--- src/hw/rtl/sm83_pkg.sv ---
// sm83_pkg: operation codes, flag positions, cycle counts and payload structs
// for the SM83 ALU. No dependencies; used by sm83_core, sm83_alu and tb_sm83_alu.
`timescale 1ns / 1ps
`default_nettype none

package sm83_pkg;

    // Operation codes carried in the func field
    typedef enum logic [4:0] {
        FN_ADD   = 5'd0,
        FN_ADC   = 5'd1,
        FN_SUB   = 5'd2,
        FN_SBC   = 5'd3,
        FN_AND   = 5'd4,
        FN_OR    = 5'd5,
        FN_XOR   = 5'd6,
        FN_CP    = 5'd7,
        FN_INC8  = 5'd8,
        FN_DEC8  = 5'd9,
        FN_ADD16 = 5'd10,
        FN_ADDSP = 5'd11,
        FN_INC16 = 5'd12,
        FN_DEC16 = 5'd13,
        FN_CPL   = 5'd14,
        FN_DAA   = 5'd15,
        FN_SWAP  = 5'd16,
        FN_BIT   = 5'd17,
        FN_SET   = 5'd18,
        FN_RES   = 5'd19,
        FN_RLA   = 5'd20,
        FN_RRA   = 5'd21,
        FN_RLCA  = 5'd22,
        FN_RRCA  = 5'd23,
        FN_RL    = 5'd24,
        FN_RR    = 5'd25,
        FN_RLC   = 5'd26,
        FN_RRC   = 5'd27,
        FN_SLA   = 5'd28,
        FN_SRA   = 5'd29,
        FN_SRL   = 5'd30
    } func_t;

    // Flag bit positions within the 4-bit flag word
    localparam int FL_Z = 3;
    localparam int FL_N = 2;
    localparam int FL_H = 1;
    localparam int FL_C = 0;

    // Reported instruction lengths in clock cycles
    localparam logic [4:0] CYC_4  = 5'd4;
    localparam logic [4:0] CYC_8  = 5'd8;
    localparam logic [4:0] CYC_16 = 5'd16;

    // DAA adjustment constants
    localparam logic [8:0] DAA_LO     = 9'h006;
    localparam logic [8:0] DAA_HI     = 9'h060;
    localparam logic [8:0] DAA_HI_LIM = 9'h09F;

    typedef struct packed {
        logic [4:0]  func;
        logic [15:0] operand_a;
        logic [15:0] operand_b;
        logic [2:0]  bit_index;
        logic [3:0]  flags_in;
    } alu_req_t;

    typedef struct packed {
        logic [15:0] result;
        logic [3:0]  flags_out;
        logic [4:0]  cycle_count;
    } alu_rsp_t;

endpackage

`default_nettype wire

--- src/hw/rtl/sm83_cmd_if.sv ---
// sm83_cmd_if: valid/ready channel carrying one ALU operation.
// Standalone; field widths match sm83_pkg::alu_req_t.
`timescale 1ns / 1ps
`default_nettype none

interface sm83_cmd_if;
    logic        valid;
    logic        ready;
    logic [4:0]  func;
    logic [15:0] operand_a;
    logic [15:0] operand_b;
    logic [2:0]  bit_index;
    logic [3:0]  flags_in;

    modport source (
        output valid, func, operand_a, operand_b, bit_index, flags_in,
        input  ready
    );

    modport sink (
        input  valid, func, operand_a, operand_b, bit_index, flags_in,
        output ready
    );
endinterface

`default_nettype wire

--- src/hw/rtl/sm83_rsp_if.sv ---
// sm83_rsp_if: valid/ready channel carrying one ALU result.
// Standalone; field widths match sm83_pkg::alu_rsp_t.
`timescale 1ns / 1ps
`default_nettype none

interface sm83_rsp_if;
    logic        valid;
    logic        ready;
    logic [15:0] result;
    logic [3:0]  flags_out;
    logic [4:0]  cycle_count;

    modport source (
        output valid, result, flags_out, cycle_count,
        input  ready
    );

    modport sink (
        input  valid, result, flags_out, cycle_count,
        output ready
    );
endinterface

`default_nettype wire

--- src/hw/rtl/sm83_core.sv ---
// sm83_core: combinational SM83 ALU datapath, one operation in, one result out.
// Depends on sm83_pkg.
`timescale 1ns / 1ps
`default_nettype none

module sm83_core
    import sm83_pkg::*;
(
    input  alu_req_t req,
    output alu_rsp_t rsp
);

    function automatic logic zf(input logic [7:0] v);
        zf = (v == 8'h00);
    endfunction

    func_t       fn;
    logic [7:0]  a;
    logic [7:0]  b;
    logic [15:0] a16;
    logic [15:0] b16;
    logic [3:0]  fi;
    logic        cin;

    logic        add_cin;
    logic [8:0]  add_r;
    logic [4:0]  add_h;
    logic        sub_bin;
    logic [8:0]  sub_r;
    logic [4:0]  sub_h;

    logic [16:0] w_sum;
    logic [12:0] w_h;
    logic [15:0] sp_sum;
    logic [8:0]  sp_c;
    logic [4:0]  sp_h;

    logic [7:0]  inc_r;
    logic [7:0]  dec_r;
    logic [7:0]  bmask;

    logic [7:0]  daa_sub;
    logic [8:0]  daa_t1;
    logic [8:0]  daa_t2;
    logic [7:0]  daa_r;
    logic        daa_c;

    logic [7:0]  rot_r;
    logic        rot_c;

    logic [15:0] res;
    logic [3:0]  fo;
    logic [4:0]  cyc;

    assign fn  = func_t'(req.func);
    assign a16 = req.operand_a;
    assign b16 = req.operand_b;
    assign a   = req.operand_a[7:0];
    assign b   = req.operand_b[7:0];
    assign fi  = req.flags_in;
    assign cin = req.flags_in[FL_C];

    // Shared 8-bit adder and subtractor; carry/borrow in only for adc and sbc
    assign add_cin = (fn == FN_ADC) && cin;
    assign add_r   = {1'b0, a} + {1'b0, b} + {8'h00, add_cin};
    assign add_h   = {1'b0, a[3:0]} + {1'b0, b[3:0]} + {4'h0, add_cin};
    assign sub_bin = (fn == FN_SBC) && cin;
    assign sub_r   = {1'b0, a} - {1'b0, b} - {8'h00, sub_bin};
    assign sub_h   = {1'b0, a[3:0]} - {1'b0, b[3:0]} - {4'h0, sub_bin};

    // 16-bit add and stack pointer plus signed offset
    assign w_sum  = {1'b0, a16} + {1'b0, b16};
    assign w_h    = {1'b0, a16[11:0]} + {1'b0, b16[11:0]};
    assign sp_sum = a16 + {{8{b[7]}}, b};
    assign sp_c   = {1'b0, a16[7:0]} + {1'b0, b};
    assign sp_h   = {1'b0, a16[3:0]} + {1'b0, b[3:0]};

    assign inc_r = a + 8'h01;
    assign dec_r = a - 8'h01;
    assign bmask = 8'h01 << req.bit_index;

    // Decimal adjust: subtract path takes fixed corrections, add path tests digits
    assign daa_sub = a - (fi[FL_H] ? DAA_LO[7:0] : 8'h00) - (fi[FL_C] ? DAA_HI[7:0] : 8'h00);
    assign daa_t1  = {1'b0, a} + ((fi[FL_H] || (a[3:0] > 4'h9)) ? DAA_LO : 9'h000);
    assign daa_t2  = daa_t1 + ((fi[FL_C] || (daa_t1 > DAA_HI_LIM)) ? DAA_HI : 9'h000);
    assign daa_r   = fi[FL_N] ? daa_sub : daa_t2[7:0];
    assign daa_c   = fi[FL_C] | (~fi[FL_N] & daa_t2[8]);

    // Rotate and shift unit, shared by accumulator and prefixed forms
    always_comb
    begin
        rot_r = {1'b0, a[7:1]};
        rot_c = a[0];
        case (fn)
            FN_RLA, FN_RL:
            begin
                rot_r = {a[6:0], cin};
                rot_c = a[7];
            end
            FN_RRA, FN_RR:
            begin
                rot_r = {cin, a[7:1]};
                rot_c = a[0];
            end
            FN_RLCA, FN_RLC:
            begin
                rot_r = {a[6:0], a[7]};
                rot_c = a[7];
            end
            FN_RRCA, FN_RRC:
            begin
                rot_r = {a[0], a[7:1]};
                rot_c = a[0];
            end
            FN_SLA:
            begin
                rot_r = {a[6:0], 1'b0};
                rot_c = a[7];
            end
            FN_SRA:
            begin
                rot_r = {a[7], a[7:1]};
                rot_c = a[0];
            end
            default:
            begin
                rot_r = {1'b0, a[7:1]};
                rot_c = a[0];
            end
        endcase
    end

    // Select result, flags and cycle count by operation
    always_comb
    begin
        res = 16'h0000;
        fo  = fi;
        cyc = CYC_4;
        case (fn)
            FN_ADD, FN_ADC:
            begin
                res = {8'h00, add_r[7:0]};
                fo  = {zf(add_r[7:0]), 1'b0, add_h[4], add_r[8]};
            end
            FN_SUB, FN_SBC:
            begin
                res = {8'h00, sub_r[7:0]};
                fo  = {zf(sub_r[7:0]), 1'b1, sub_h[4], sub_r[8]};
            end
            FN_CP:
            begin
                res = a16;
                fo  = {zf(sub_r[7:0]), 1'b1, sub_h[4], sub_r[8]};
            end
            FN_AND:
            begin
                res = {8'h00, a & b};
                fo  = {zf(a & b), 1'b0, 1'b1, 1'b0};
            end
            FN_OR:
            begin
                res = {8'h00, a | b};
                fo  = {zf(a | b), 3'b000};
            end
            FN_XOR:
            begin
                res = {8'h00, a ^ b};
                fo  = {zf(a ^ b), 3'b000};
            end
            FN_INC8:
            begin
                res = {8'h00, inc_r};
                fo  = {zf(inc_r), 1'b0, (inc_r[3:0] == 4'h0), fi[FL_C]};
            end
            FN_DEC8:
            begin
                res = {8'h00, dec_r};
                fo  = {zf(dec_r), 1'b1, (dec_r[3:0] == 4'hF), fi[FL_C]};
            end
            FN_ADD16:
            begin
                res = w_sum[15:0];
                fo  = {fi[FL_Z], 1'b0, w_h[12], w_sum[16]};
                cyc = CYC_8;
            end
            FN_ADDSP:
            begin
                res = sp_sum;
                fo  = {2'b00, sp_h[4], sp_c[8]};
                cyc = CYC_16;
            end
            FN_INC16:
            begin
                res = a16 + 16'h0001;
                cyc = CYC_8;
            end
            FN_DEC16:
            begin
                res = a16 - 16'h0001;
                cyc = CYC_8;
            end
            FN_CPL:
            begin
                res = {8'h00, ~a};
                fo  = {fi[FL_Z], 1'b1, 1'b1, fi[FL_C]};
            end
            FN_DAA:
            begin
                res = {8'h00, daa_r};
                fo  = {zf(daa_r), fi[FL_N], 1'b0, daa_c};
            end
            FN_SWAP:
            begin
                res = {8'h00, a[3:0], a[7:4]};
                fo  = {zf(a), 3'b000};
                cyc = CYC_8;
            end
            FN_BIT:
            begin
                res = {8'h00, a};
                fo  = {~|(a & bmask), 1'b0, 1'b1, fi[FL_C]};
                cyc = CYC_8;
            end
            FN_SET:
            begin
                res = {8'h00, a | bmask};
                cyc = CYC_8;
            end
            FN_RES:
            begin
                res = {8'h00, a & ~bmask};
                cyc = CYC_8;
            end
            FN_RLA, FN_RRA, FN_RLCA, FN_RRCA:
            begin
                res = {8'h00, rot_r};
                fo  = {3'b000, rot_c};
            end
            FN_RL, FN_RR, FN_RLC, FN_RRC, FN_SLA, FN_SRA, FN_SRL:
            begin
                res = {8'h00, rot_r};
                fo  = {zf(rot_r), 2'b00, rot_c};
                cyc = CYC_8;
            end
            default:
            begin
                res = 16'h0000;
                fo  = fi;
                cyc = CYC_4;
            end
        endcase
    end

    assign rsp.result      = res;
    assign rsp.flags_out   = fo;
    assign rsp.cycle_count = cyc;

endmodule

`default_nettype wire

--- src/hw/rtl/sm83_alu.sv ---
// sm83_alu: top level of the SM83 ALU, input register, datapath, result register.
// Depends on sm83_pkg, sm83_cmd_if, sm83_rsp_if and sm83_core.
//
//   channel  dir   payload                                          per transfer
//   cmd      in    func, operand_a, operand_b, bit_index, flags_in  one operation
//   rsp      out   result, flags_out, cycle_count                   one result
//
// An operation passes the input register, the combinational sm83_core and the result
// register to rsp; one operation per cycle is sustained while rsp.ready is high.
// Reset clears only the two stage valid flags; data registers are not reset.
// When rsp stalls, the result register holds and the input register fills, then
// cmd.ready drops until the result is taken.
`timescale 1ns / 1ps
`default_nettype none

module sm83_alu
    import sm83_pkg::*;
(
    input  wire         clk,
    input  wire         rst_n,
    sm83_cmd_if.sink    cmd,
    sm83_rsp_if.source  rsp
);

    alu_req_t req_reg;
    logic     s1_valid_reg;
    logic     s1_valid_next;
    alu_rsp_t rsp_reg;
    alu_rsp_t rsp_next;
    logic     out_valid_reg;
    logic     out_valid_next;
    logic     cmd_xfer;
    logic     rsp_xfer;
    logic     out_load;

    // Handshake control
    assign out_load  = s1_valid_reg && (!out_valid_reg || rsp.ready);
    assign cmd.ready = !s1_valid_reg || !out_valid_reg || rsp.ready;
    assign cmd_xfer  = cmd.valid && cmd.ready;
    assign rsp_xfer  = out_valid_reg && rsp.ready;

    always_comb
    begin
        s1_valid_next = s1_valid_reg;
        if (cmd_xfer)
        begin
            s1_valid_next = 1'b1;
        end
        else if (out_load)
        begin
            s1_valid_next = 1'b0;
        end
    end

    always_comb
    begin
        out_valid_next = out_valid_reg;
        if (out_load)
        begin
            out_valid_next = 1'b1;
        end
        else if (rsp_xfer)
        begin
            out_valid_next = 1'b0;
        end
    end

    // Stage valid flags
    always_ff @(posedge clk or negedge rst_n)
    begin
        if (!rst_n)
        begin
            s1_valid_reg  <= 1'b0;
            out_valid_reg <= 1'b0;
        end
        else
        begin
            s1_valid_reg  <= s1_valid_next;
            out_valid_reg <= out_valid_next;
        end
    end

    // Capture the operation on each cmd transfer
    always_ff @(posedge clk)
    begin
        if (cmd_xfer)
        begin
            req_reg.func      <= cmd.func;
            req_reg.operand_a <= cmd.operand_a;
            req_reg.operand_b <= cmd.operand_b;
            req_reg.bit_index <= cmd.bit_index;
            req_reg.flags_in  <= cmd.flags_in;
        end
    end

    sm83_core u_core (
        .req (req_reg),
        .rsp (rsp_next)
    );

    // Advance the result register when the output is free
    always_ff @(posedge clk)
    begin
        if (out_load)
        begin
            rsp_reg <= rsp_next;
        end
    end

    assign rsp.valid       = out_valid_reg;
    assign rsp.result      = rsp_reg.result;
    assign rsp.flags_out   = rsp_reg.flags_out;
    assign rsp.cycle_count = rsp_reg.cycle_count;

    // Input may only stall behind a full input stage and a blocked output
    a_stall_cause: assert property (@(posedge clk) disable iff (!rst_n)
        !cmd.ready |-> (s1_valid_reg && out_valid_reg && !rsp.ready))
        else $error("cmd stalled without a blocked pipeline");

    // An accepted operation occupies the input stage next cycle
    a_cmd_lands: assert property (@(posedge clk) disable iff (!rst_n)
        cmd_xfer |=> s1_valid_reg)
        else $error("accepted operation lost from input stage");

    // A held input stage moves to the output when it is free
    a_stage_moves: assert property (@(posedge clk) disable iff (!rst_n)
        (s1_valid_reg && (!out_valid_reg || rsp.ready)) |=> out_valid_reg)
        else $error("result not loaded into output register");

    // Cycle counts are always one of the three reported lengths
    a_cycle_legal: assert property (@(posedge clk) disable iff (!rst_n)
        rsp.valid |-> (rsp.cycle_count == CYC_4 || rsp.cycle_count == CYC_8
                       || rsp.cycle_count == CYC_16))
        else $error("illegal cycle count on rsp");

endmodule

`default_nettype wire

--- src/flat_wrapper.sv ---
// flat-port wrapper written by rule: the top's interface ports become plain ports
module sm83_alu_flat import sm83_pkg::*;
  (clk, rst_n, cmd_valid, cmd_func, cmd_operand_a, cmd_operand_b, cmd_bit_index, cmd_flags_in, cmd_ready, rsp_valid, rsp_result, rsp_flags_out, rsp_cycle_count, rsp_ready);
  sm83_cmd_if cmd_i ();
  sm83_rsp_if rsp_i ();
  input  wire clk;
  input  wire rst_n;
  input wire logic [$bits(cmd_i.valid)-1:0] cmd_valid;
  input wire logic [$bits(cmd_i.func)-1:0] cmd_func;
  input wire logic [$bits(cmd_i.operand_a)-1:0] cmd_operand_a;
  input wire logic [$bits(cmd_i.operand_b)-1:0] cmd_operand_b;
  input wire logic [$bits(cmd_i.bit_index)-1:0] cmd_bit_index;
  input wire logic [$bits(cmd_i.flags_in)-1:0] cmd_flags_in;
  output wire logic [$bits(cmd_i.ready)-1:0] cmd_ready;
  output wire logic [$bits(rsp_i.valid)-1:0] rsp_valid;
  output wire logic [$bits(rsp_i.result)-1:0] rsp_result;
  output wire logic [$bits(rsp_i.flags_out)-1:0] rsp_flags_out;
  output wire logic [$bits(rsp_i.cycle_count)-1:0] rsp_cycle_count;
  input wire logic [$bits(rsp_i.ready)-1:0] rsp_ready;
  assign cmd_i.valid = cmd_valid;
  assign cmd_i.func = cmd_func;
  assign cmd_i.operand_a = cmd_operand_a;
  assign cmd_i.operand_b = cmd_operand_b;
  assign cmd_i.bit_index = cmd_bit_index;
  assign cmd_i.flags_in = cmd_flags_in;
  assign cmd_ready = cmd_i.ready;
  assign rsp_valid = rsp_i.valid;
  assign rsp_result = rsp_i.result;
  assign rsp_flags_out = rsp_i.flags_out;
  assign rsp_cycle_count = rsp_i.cycle_count;
  assign rsp_i.ready = rsp_ready;
  sm83_alu u_core (.clk(clk), .rst_n(rst_n), .cmd(cmd_i), .rsp(rsp_i));
endmodule
--- config.mk ---
export PLATFORM = sky130hd
export DESIGN_NAME = sm83_alu_flat
export DESIGN_NICKNAME = d
export VERILOG_FILES = /design/src/hw/rtl/sm83_pkg.sv /design/src/hw/rtl/sm83_cmd_if.sv /design/src/hw/rtl/sm83_rsp_if.sv /design/src/hw/rtl/sm83_core.sv /design/src/hw/rtl/sm83_alu.sv /design/src/flat_wrapper.sv
export SDC_FILE = /design/constraint.sdc
export NUM_CORES = 1
export LEC_CHECK = 0
export ABC_AREA = 0
export ABC_CLOCK_PERIOD_IN_PS = 10850
export BUFFER_PORTS_ARGS = -buffer_cell sky130_fd_sc_hd__buf_2
export CAP_MARGIN = 20
export CORE_ASPECT_RATIO = 1.5
export CORE_UTILIZATION = 65
export DETAILED_ROUTE_END_ITERATION = 8
export PLACE_DENSITY_LB_ADDON = 0.15
export SLEW_MARGIN = 0
export SYNTH_ARGS = -nofsm -noshare
export SYNTH_HDL_FRONTEND = slang
export SYNTH_SLANG_ARGS = --single-unit
--- constraint.sdc ---
create_clock -name clk -period 10.85 [get_ports clk]
set_clock_uncertainty 0.2 [all_clocks]
set_input_delay 3.255 -clock clk [delete_from_list [all_inputs] [get_ports clk]]
set_output_delay 3.255 -clock clk [all_outputs]
set_load 0.05 [all_outputs]
---- After elaboration in Yosys (flattened, before gate mapping) ----
Index checks and enable logic that the tools add are counted.
storage, ports and cells
  logic and storage cells ................. 128
  latch bits .............................. 0
  register bits ........................... 71
  output and inout port bits .............. 27
  memories kept ........................... 0
  RAM bits ................................ 0
  bits in read-only memories .............. 0
  input port bits ......................... 48
operators by class
  $mul .................................... 0
  reductions and logical operators ........ 40
  divide/modulo/power cells ............... 0
  order comparisons ....................... 2
  multiplexer cells ....................... 14
  bitwise operators ....................... 11
  add/subtract/negate cells ............... 19
  equality and inequality tests ........... 31
  shift operators ......................... 1
operators by type and width
  operator                                                                number
  16-bit one-hot mux with 19 select lines                                 1
  8-bit zero test                                                         10
  5-bit equality test (second input constant)                             15
  4-bit one-hot mux with 15 select lines                                  1
  8-bit one-hot mux with 6 select lines                                   1
  5-bit by 4-bit equality test with 1-bit output (second input constant)  8
  8-bit AND                                                               3
  5-bit by 3-bit equality test with 1-bit output (second input constant)  4
  16-bit by 16-bit adder with 17-bit output                               1
  16-bit by 1-bit adder with 16-bit output (second input constant)        1
  16-bit adder                                                            1
  8-bit inverter                                                          2
  8-bit OR                                                                2
  16-bit by 1-bit subtractor with 16-bit output (second input constant)   1
  7-bit 2-to-1 mux                                                        2
  14-bit OR reduction                                                     1
  12-bit by 12-bit adder with 13-bit output                               1
  2-bit OR reduction                                                      6
  11-bit OR reduction                                                     1
  5-bit by 2-bit equality test with 1-bit output (second input constant)  2
  5-bit one-hot mux with 2 select lines                                   1
  8-bit by 3-bit adder with 9-bit output                                  1
  8-bit by 8-bit adder with 9-bit output                                  1
  9-bit by 1-bit adder with 9-bit output                                  1
  34 further kinds                                                        50

---- Longest topological paths before layout ----
Gate-level depths: netlist (run 1).
  depth in word-level cells ............... 11
  mapped depth ............................ 22

---- Modules after synthesis ----
From an unflattened synthesis (run 1), not the netlist that was laid out.
second synthesis, totals
  cell total of the unflattened synthesis .. 862
  area total of the unflattened synthesis .. 7,375.8 µm²
modules (own cells, without submodules)
  module     cells an instance  sequential area each (µm²)  instances  area an instance (µm²)
  sm83_core  785                0.0                         1          5,200.0
  sm83_alu   77                 2,122.0                     1          2,175.8

---- Least setup slack after synthesis (run 1) ----
OpenSTA, ideal clock, no wires.
  kind .................................... input-to-output
  start ................................... input port rsp_ready
  end ..................................... output port cmd_ready
  path slack .............................. 3.657 ns
  arrival time ............................ 3.738 ns
  required time ........................... 7.395 ns
  stages .................................. 1
  buffers on the path ..................... 0
  path through ............................ nand3b_1
on the way
  cells in the longest elaborated chain, start to end .. 1
ends and longest elaborated chain
  what                line                source
  start: declaration  flat_wrapper.sv:19  input wire logic [$bits(rsp_i.ready)-1:0] rsp_ready;
  1-bit logical OR    sm83_alu.sv:38      assign cmd.ready = !s1_valid_reg || !out_valid_reg || rsp.ready;
  end: declaration    flat_wrapper.sv:14  output wire logic [$bits(cmd_i.ready)-1:0] cmd_ready;
Every way passes these cells.

---- Worst setup path after layout (run 1) ----
Same ends and word-level chain as after synthesis.

==> results of run 1 <==
[placed cells by master, fill, tap and decap left out, types with 12 or more instances in the layout]
cell,synthesis,final
o21ai_0,45,45
inv_1,35,35
xnor2_1,41,41
nor2_1,77,77
xor2_1,21,21
a21o_1,12,12
a21oi_1,61,61
nand4_1,17,17
nand3_1,25,25
buf_2,9,72
ha_1,74,74
edfxtp_1,67,67
nand2b_1,12,12
o211ai_1,17,17
nand2_1,62,62
nor3_1,28,28
[power by group through the flow]
stage / sequential, uW / clock (uW) / combinational [uW]
CTS: 343 / 338 / 383
finish: 345 / 342 / 399
global route: 347 / 348 / 423
global placement: 347 / 0 / 365
detailed placement: 348 / 0 / 378
floorplan: 372 / 0 / 250
[per-layer routing]
layer / wire length (um) / vias up
li1: - / 3356
met1: 9210 / 3572
met2: 12600 / 673
met3: 3010 / 222
met4: 2700 / 0
met5: 0 / -
[logic make-up (layout without fill, tap and decap cells)]
group / Yosys count / count (layout) / share of synthesized area
flops: 69 / 69 / 0.278
mux: 12 / 12 / 0.0164
compound gates: 257 / 257 / 0.234
fa+ha+maj: 80 / 80 / 0.141
buf+inv: 85 / 138 / 0.0513
other cells: 1 / 3 / 0.000506
xor+xnor: 62 / 62 / 0.0733
simple gates: 298 / 298 / 0.205
[stage by stage]
stage | worst slack (ps) | cells | hold slack [ps] | power, uW
floorplan | 3660 | 865 | 249 | 622
global placement | 3640 | 1049 | 278 | 712
detailed placement | 3590 | 1049 | 319 | 726
CTS | 3590 | 1065 | 325 | 1060
global route | 3580 | 1065 | 336 | 1120
finish | 3590 | 1066 | 320 | 1090
[layout make-up]
type                    instances  area [um^2]
fillers                       840         2920
repair buffers                 82          435
diodes                          1         2.50
multi-input cells             711         4970
inverters                      40          150
clock inverters                 7          105
well taps                     147          184
flip-flops and latches         69         2060
clock buffers                   9          225
[critical path, delay by kind of cell]
family	cells	cell delay, ps
buffers and inverters	2	350
and+or+nand+nor	1	200
[how the worst max path moves through the flow]
stage                         start        end  cells past startpoint
final                     rsp_ready  cmd_ready                      3
after detailed placement  rsp_ready  cmd_ready                      3
after global placement    rsp_ready  cmd_ready                      3
after floorplan           rsp_ready  cmd_ready                      1
after global routing      rsp_ready  cmd_ready                      3
after CTS                 rsp_ready  cmd_ready                      3
==> results.sh, run 1 <==
export IMPL_start_kind="input port"
export IMPL_largest_reg_flops=44
export IMPL_critPathSlowestCell="buf_2"
export IMPL_cts_max_level=3
export IMPL_use_met1=0.532
export IMPL_drt_iter0_markers=953
export IMPL_overflow=0
export IMPL_drc=0
export IMPL_synth_seq_cells=69
export IMPL_async_reset_ff_frac=0.0290
export IMPL_synth_common_cells="77 x nor2_1, 74 x ha_1, 67 x edfxtp_1"
export IMPL_cts_setup_buffers=0
export IMPL_ff2ff_path_depth=19
export IMPL_ys_seq_area_frac=0.278
export IMPL_min_from="u_core.s1_valid_reg"
export IMPL_synth_edff_count=67
export IMPL_tns_ps=0
export IMPL_synth_cells=864
export IMPL_yosysMostFrequentCell="nor2_1"
export IMPL_cts_tree="yes"
export IMPL_initial_utilization=0.670
export IMPL_avgRoutedWirePerCell_um=25.9
export IMPL_relSlewSlack=0.237
export IMPL_max_stage_delay_ps=240
export IMPL_gp_congestion=1.09
export IMPL_p_seq_frac=0.317
export IMPL_clockBufferDepth=2
export IMPL_rr_endpoint="u_core.rsp.result[6]"
export IMPL_maxSlewViolCount=0
export IMPL_grt_max_degree=45
export IMPL_cts_root_buf="clkbuf_16"
export IMPL_endpoint_kind="output port"
export IMPL_io_pins=75
export IMPL_cts_resized=0
export IMPL_postSynthAreaPerCell_um2=8.58
export IMPL_drtAntennaViolNets=0
export IMPL_placement_cell_area_um2=7800
export IMPL_hold_path_end="u_core.rsp.valid"
export IMPL_port_buffers=72
export IMPL_critical_path_class="input port to output port"
export IMPL_die_h_um=133
export IMPL_insertion_delay_ps=360
export IMPL_power_density_nw_per_um2=134
export IMPL_ys_types=84
export IMPL_grt_usage=0.484
export IMPL_maxCapViolations=0
export IMPL_die_w_um=89.2
export IMPL_antenna_found_initial=1
export IMPL_grt_setup_unrepaired="false"
export IMPL_netSwitchingFraction=0.392
export IMPL_status="completed"
export IMPL_cts_sinks=69
export IMPL_vias=7823
export IMPL_clock_power_share=0.315
export IMPL_cp_data_arrival_time_ps=3810
export IMPL_regToRegSetupSlack_ps=5100
export IMPL_reg2reg_from="u_core.req_reg[23]"
export IMPL_finalCriticalPeriod_ps=7260
export IMPL_syn_cell_area_um2=7410
export IMPL_path_cells="buf_2 > nand3b_1 > buf_2"
export IMPL_synth_area_top_cells="edfxtp_1 27%, ha_1 12%, xnor2_1 4.8%"
export IMPL_num_rows=47
export IMPL_drive_gt1_frac=0.132
export IMPL_hold_viol_final=0
export IMPL_vias_per_cell=7.34
export IMPL_power_frac_comb=0.368
export IMPL_core_area_um2=11100
export IMPL_p_leak_uw=0.00331
export IMPL_dp_hpwl_um=19700
export IMPL_min_path_type="flip-flop to flip-flop"
export IMPL_critPathMaxFanout=3
export IMPL_switchingPower_uw=425
export IMPL_grt_busiest_layer="met2"
export IMPL_layout_nets=1041
export IMPL_ctsHoldBuffers=0
export IMPL_synth_top_cell_by_area="edfxtp_1"
export IMPL_grt_pass1_wl_um=41500
export IMPL_met2_usage=0.754
export IMPL_post_route_util=0.736
export IMPL_required_ps=7400
export IMPL_min_path_cells=1
export IMPL_yosys_most_used_dff="edfxtp_1"
export IMPL_finalInstanceArea_um2=8140
export IMPL_met3_usage=0.148
export IMPL_worst_pin_slew_ps=1140
export IMPL_synthToLayoutAreaGrowth_pct=9.81
export IMPL_crit_top_cell="buf_2"
export IMPL_period_share=0.669
export IMPL_cts_buffers=9
export IMPL_synth_top_area_share=0.271
export IMPL_drtPass1Iterations=6
export IMPL_grt_pass1_vias=7470
export IMPL_clkSlewWorstSetupHoldPaths_ps=60
export IMPL_setup_viol=0
export IMPL_yosysWarnings=0
export IMPL_fmax_ghz=0.138
export IMPL_drt_total_wl_um=27600
export IMPL_p_int_uw=661
export IMPL_dieArea_um2=11800
export IMPL_peakVddDrop_uv=117
Power figures use the tool's default switching activity.
==> inputs of run 2 (changes only) <==
--- a/config.mk
+++ b/config.mk
@@ -5,12 +5,12 @@
 export SDC_FILE = /design/constraint.sdc
 export NUM_CORES = 1
 export LEC_CHECK = 0
-export ABC_AREA = 0
-export ABC_CLOCK_PERIOD_IN_PS = 10850
+export ABC_AREA = 1
+export ABC_CLOCK_PERIOD_IN_PS = 7190
 export BUFFER_PORTS_ARGS = -buffer_cell sky130_fd_sc_hd__buf_2
 export CAP_MARGIN = 20
 export CORE_ASPECT_RATIO = 1.5
-export CORE_UTILIZATION = 65
+export CORE_UTILIZATION = 62
 export DETAILED_ROUTE_END_ITERATION = 8
 export PLACE_DENSITY_LB_ADDON = 0.15
 export SLEW_MARGIN = 0
==> constraint.sdc (replaced) <==
create_clock -name clk -period 7.19 [get_ports clk]
set_clock_uncertainty 0.2 [all_clocks]
set_input_delay 2.157 -clock clk [delete_from_list [all_inputs] [get_ports clk]]
set_output_delay 2.157 -clock clk [all_outputs]
set_load 0.05 [all_outputs]
==> run 2 against run 1 <==
- via count rose by 9.7%
- die area up 8.8%
- synthesized area up 4.0%
- hold slack got worse by 23 ps
- final cell count rose by 29%
- setup slack worse by 1700 ps
- combinational power is 43% higher
- non-clock buffer count shrank 3
- clock power is 33% higher
- critical path type unchanged
- critical endpoint unchanged
- largest power group unchanged
==> results.sh, run 2 <==
export IMPL_synth_top_family_by_area="simple AND/OR/NAND/NOR gates"
export IMPL_cts_tree="yes"
export IMPL_initial_utilization=0.638
export IMPL_die_w_um=93.0
export IMPL_grt_pass1_vias=8344
export IMPL_finalInstanceArea_um2=8490
export IMPL_maxCapViolations=0
export IMPL_layout_nets=1347
export IMPL_dp_hpwl_um=21200
export IMPL_place_ws_ps=1930
export IMPL_synth_top_area_share=0.261
export IMPL_port_buffers=72
export IMPL_cts_sinks=69
export IMPL_drt_total_wl_um=28700
export IMPL_clkSlewWorstSetupHoldPaths_ps=60
export IMPL_required_ps=4830
export IMPL_tns_ps=0
export IMPL_critical_path_class="input port to output port"
export IMPL_critPathMaxFanout=2
export IMPL_final_cell_mix="312 x nand2_1, 149 x inv_1, 138 x nor2_1, 118 x nand3_1, 74 x ha_1"
export IMPL_grt_max_degree=45
export IMPL_synth_seq_cells=69
export IMPL_diodes=0
export IMPL_cp_data_arrival_time_ps=2900
export IMPL_synthMuxAreaShare=0
export IMPL_grt_pass1_wl_um=44200
export IMPL_synthAdderAreaFrac=0.136
export IMPL_ys_types=50
export IMPL_start_kind="input port"
export IMPL_dieArea_um2=12900
export IMPL_ys_seq_area_frac=0.268
export IMPL_cts_buffers=9
export IMPL_vias_per_cell=6.23
export IMPL_postSynthAreaPerCell_um2=6.69
export IMPL_insertion_delay_ps=340
export IMPL_yosys_most_used_dff="edfxtp_1"
export IMPL_cts_root_buf="clkbuf_16"
export IMPL_peakVddDrop_uv=139
export IMPL_drt_iter0_markers=899
export IMPL_critPathSlowestCell="buf_2"
export IMPL_cts_setup_buffers=0
export IMPL_cts_max_level=3
export IMPL_setup_ws_ps=1930
export IMPL_relSlewSlack=0.293
export IMPL_hold_viol_final=0
export IMPL_status="completed"
export IMPL_syn_cell_area_um2=7700
export IMPL_clockBufferDepth=2
export IMPL_grt_usage=0.462
export IMPL_avgRoutedWirePerCell_um=20.9
export IMPL_p_leak_uw=0.00422
export IMPL_largest_reg_flops=44
export IMPL_synth_top_cell_by_area="edfxtp_1"
export IMPL_power_density_nw_per_um2=181
export IMPL_worst_pin_slew_ps=1060
export IMPL_synth_edff_count=67
export IMPL_fillers=1050
export IMPL_synth_simple_area_share=0.358
export IMPL_vias=8579
export IMPL_cp_top_family="buffers and inverters"
export IMPL_gp_congestion=1.09
export IMPL_ctsHoldBuffers=0
export IMPL_final_common_cell="nand2_1"
export IMPL_maxSlewViolCount=0
export IMPL_overflow=0
export IMPL_io_pins=75
export IMPL_drc=0
export IMPL_max_stage_delay_ps=220
export IMPL_synth_common_cells="312 x nand2_1, 149 x inv_1, 139 x nor2_1"
export IMPL_path_cells="buf_2 > inv_1 > nand2_1 > nor2_1 > inv_1 > buf_2"
export IMPL_synth_cells=1151
export IMPL_synth_xor_area_frac=0.0239
export IMPL_yosysMostFrequentCell="nand2_1"
export IMPL_cts_resized=0
export IMPL_placement_cell_area_um2=8200
export IMPL_async_reset_ff_frac=0.0290
export IMPL_endpoint_kind="output port"
export IMPL_setup_viol=0
export IMPL_fmax_ghz=0.190
export IMPL_synth_compound_area_frac=0.122
export IMPL_num_rows=49
export IMPL_period_share=0.732
export IMPL_synth_area_top_cells="edfxtp_1 26%, nand2_1 15%, ha_1 12%"
export IMPL_critPathBufInv=4
export IMPL_die_h_um=139
export IMPL_drtAntennaViolNets=0
export IMPL_grt_setup_unrepaired="false"
export IMPL_drtPass1Iterations=6
export IMPL_synthToLayoutAreaGrowth_pct=10.2
export IMPL_drive_gt1_frac=0.0940
export IMPL_yosysWarnings=0
export IMPL_total_power_uw=1540
export IMPL_antenna_found_initial=0
export IMPL_core_area_um2=12100
export IMPL_min_path_type="flip-flop to flip-flop"
export IMPL_finalCriticalPeriod_ps=5260
[run 2: cell type report]
| class | count | area (um^2) | share of cell area |
|---|---|---|---|
| inverters | 155 | 582 | 0.0686 |
| clock inverters | 6 | 62.6 | 0.00737 |
| well taps | 153 | 191 | 0.0226 |
| clock buffers | 10 | 229 | 0.0270 |
| repair buffers | 79 | 413 | 0.0487 |
| flip-flops and latches | 69 | 2060 | 0.243 |
| multi-input cells | 905 | 4950 | 0.583 |
[run 2: metal layers]
metal  vias up  GRT usage  share of wire
met5         -     0.0238         0.0014
met4         2      0.411           0.11
met3       209      0.190           0.12
met2       588      0.723           0.45
met1      3806      0.460           0.32
li1       3974          -              -
[run 2: report_power, final]
group / total [uW] / leakage, uW / switching [uW] / internal (uW)
logic: 572 / 0.00341 / 405 / 167
registers: 514 / 0.000670 / 29.5 / 484
clock network: 454 / 0.000137 / 186 / 268
[run 2: final timing paths]
| kind | cells past startpoint | endpoint | slack [ps] | startpoint |
|---|---|---|---|---|
| max | 6 | cmd_ready | 1930 | rsp_ready |
| min | 2 | u_core.rsp.valid | 300 | u_core.s1_valid_reg |
| max reg2reg | 21 | u_core.rsp.result[6] | 2030 | u_core.req_reg[23] |
| min reg2reg | 2 | u_core.rsp.valid | 300 | u_core.s1_valid_reg |
| max in group asynchronous | 1 | u_core.rsp.valid | 5310 | rst_n |
| min in group asynchronous | 1 | u_core.s1_valid_reg | 1390 | rst_n |
[run 2: logic make-up (layout without fill, tap and decap cells)]
| logic type | after synthesis | in the layout |
|---|---|---|
| simple gates | 644 | 644 |
| flops | 69 | 69 |
| fa+ha+maj | 80 | 80 |
| buf+inv | 178 | 250 |
| compound gates | 158 | 158 |
| xor+xnor | 21 | 21 |
| other cells | 1 | 2 |
[run 2: worst register-to-register path, stage by stage, from the launching register on]
cell and delay, ps:
edfxtp_1 740, inv_1 360, ha_1 340, inv_1 90, a21oi_1 60, o21ai_0 340
ha_1 240, inv_1 60, fa_1 370, inv_1 120, nand2_1 80, nor2_1 120
nor2_1 70, o21ai_0 180, nand3_1 180, ha_1 260, fa_1 420, o21ai_0 240
or2_2 160, nand4_1 70, nor2_1 100, nand3_1 100
[run 2: metrics by stage]
stage / util / cells / hold slack, ps
2_1_floorplan: - / 1152 / 233
3_3_place_gp: 0.679 / 1361 / 288
3_5_place_dp: 0.679 / 1361 / 292
4_1_cts: 0.703 / 1377 / 307
5_1_grt: 0.703 / 1377 / 337
6_report: 0.703 / 1377 / 298
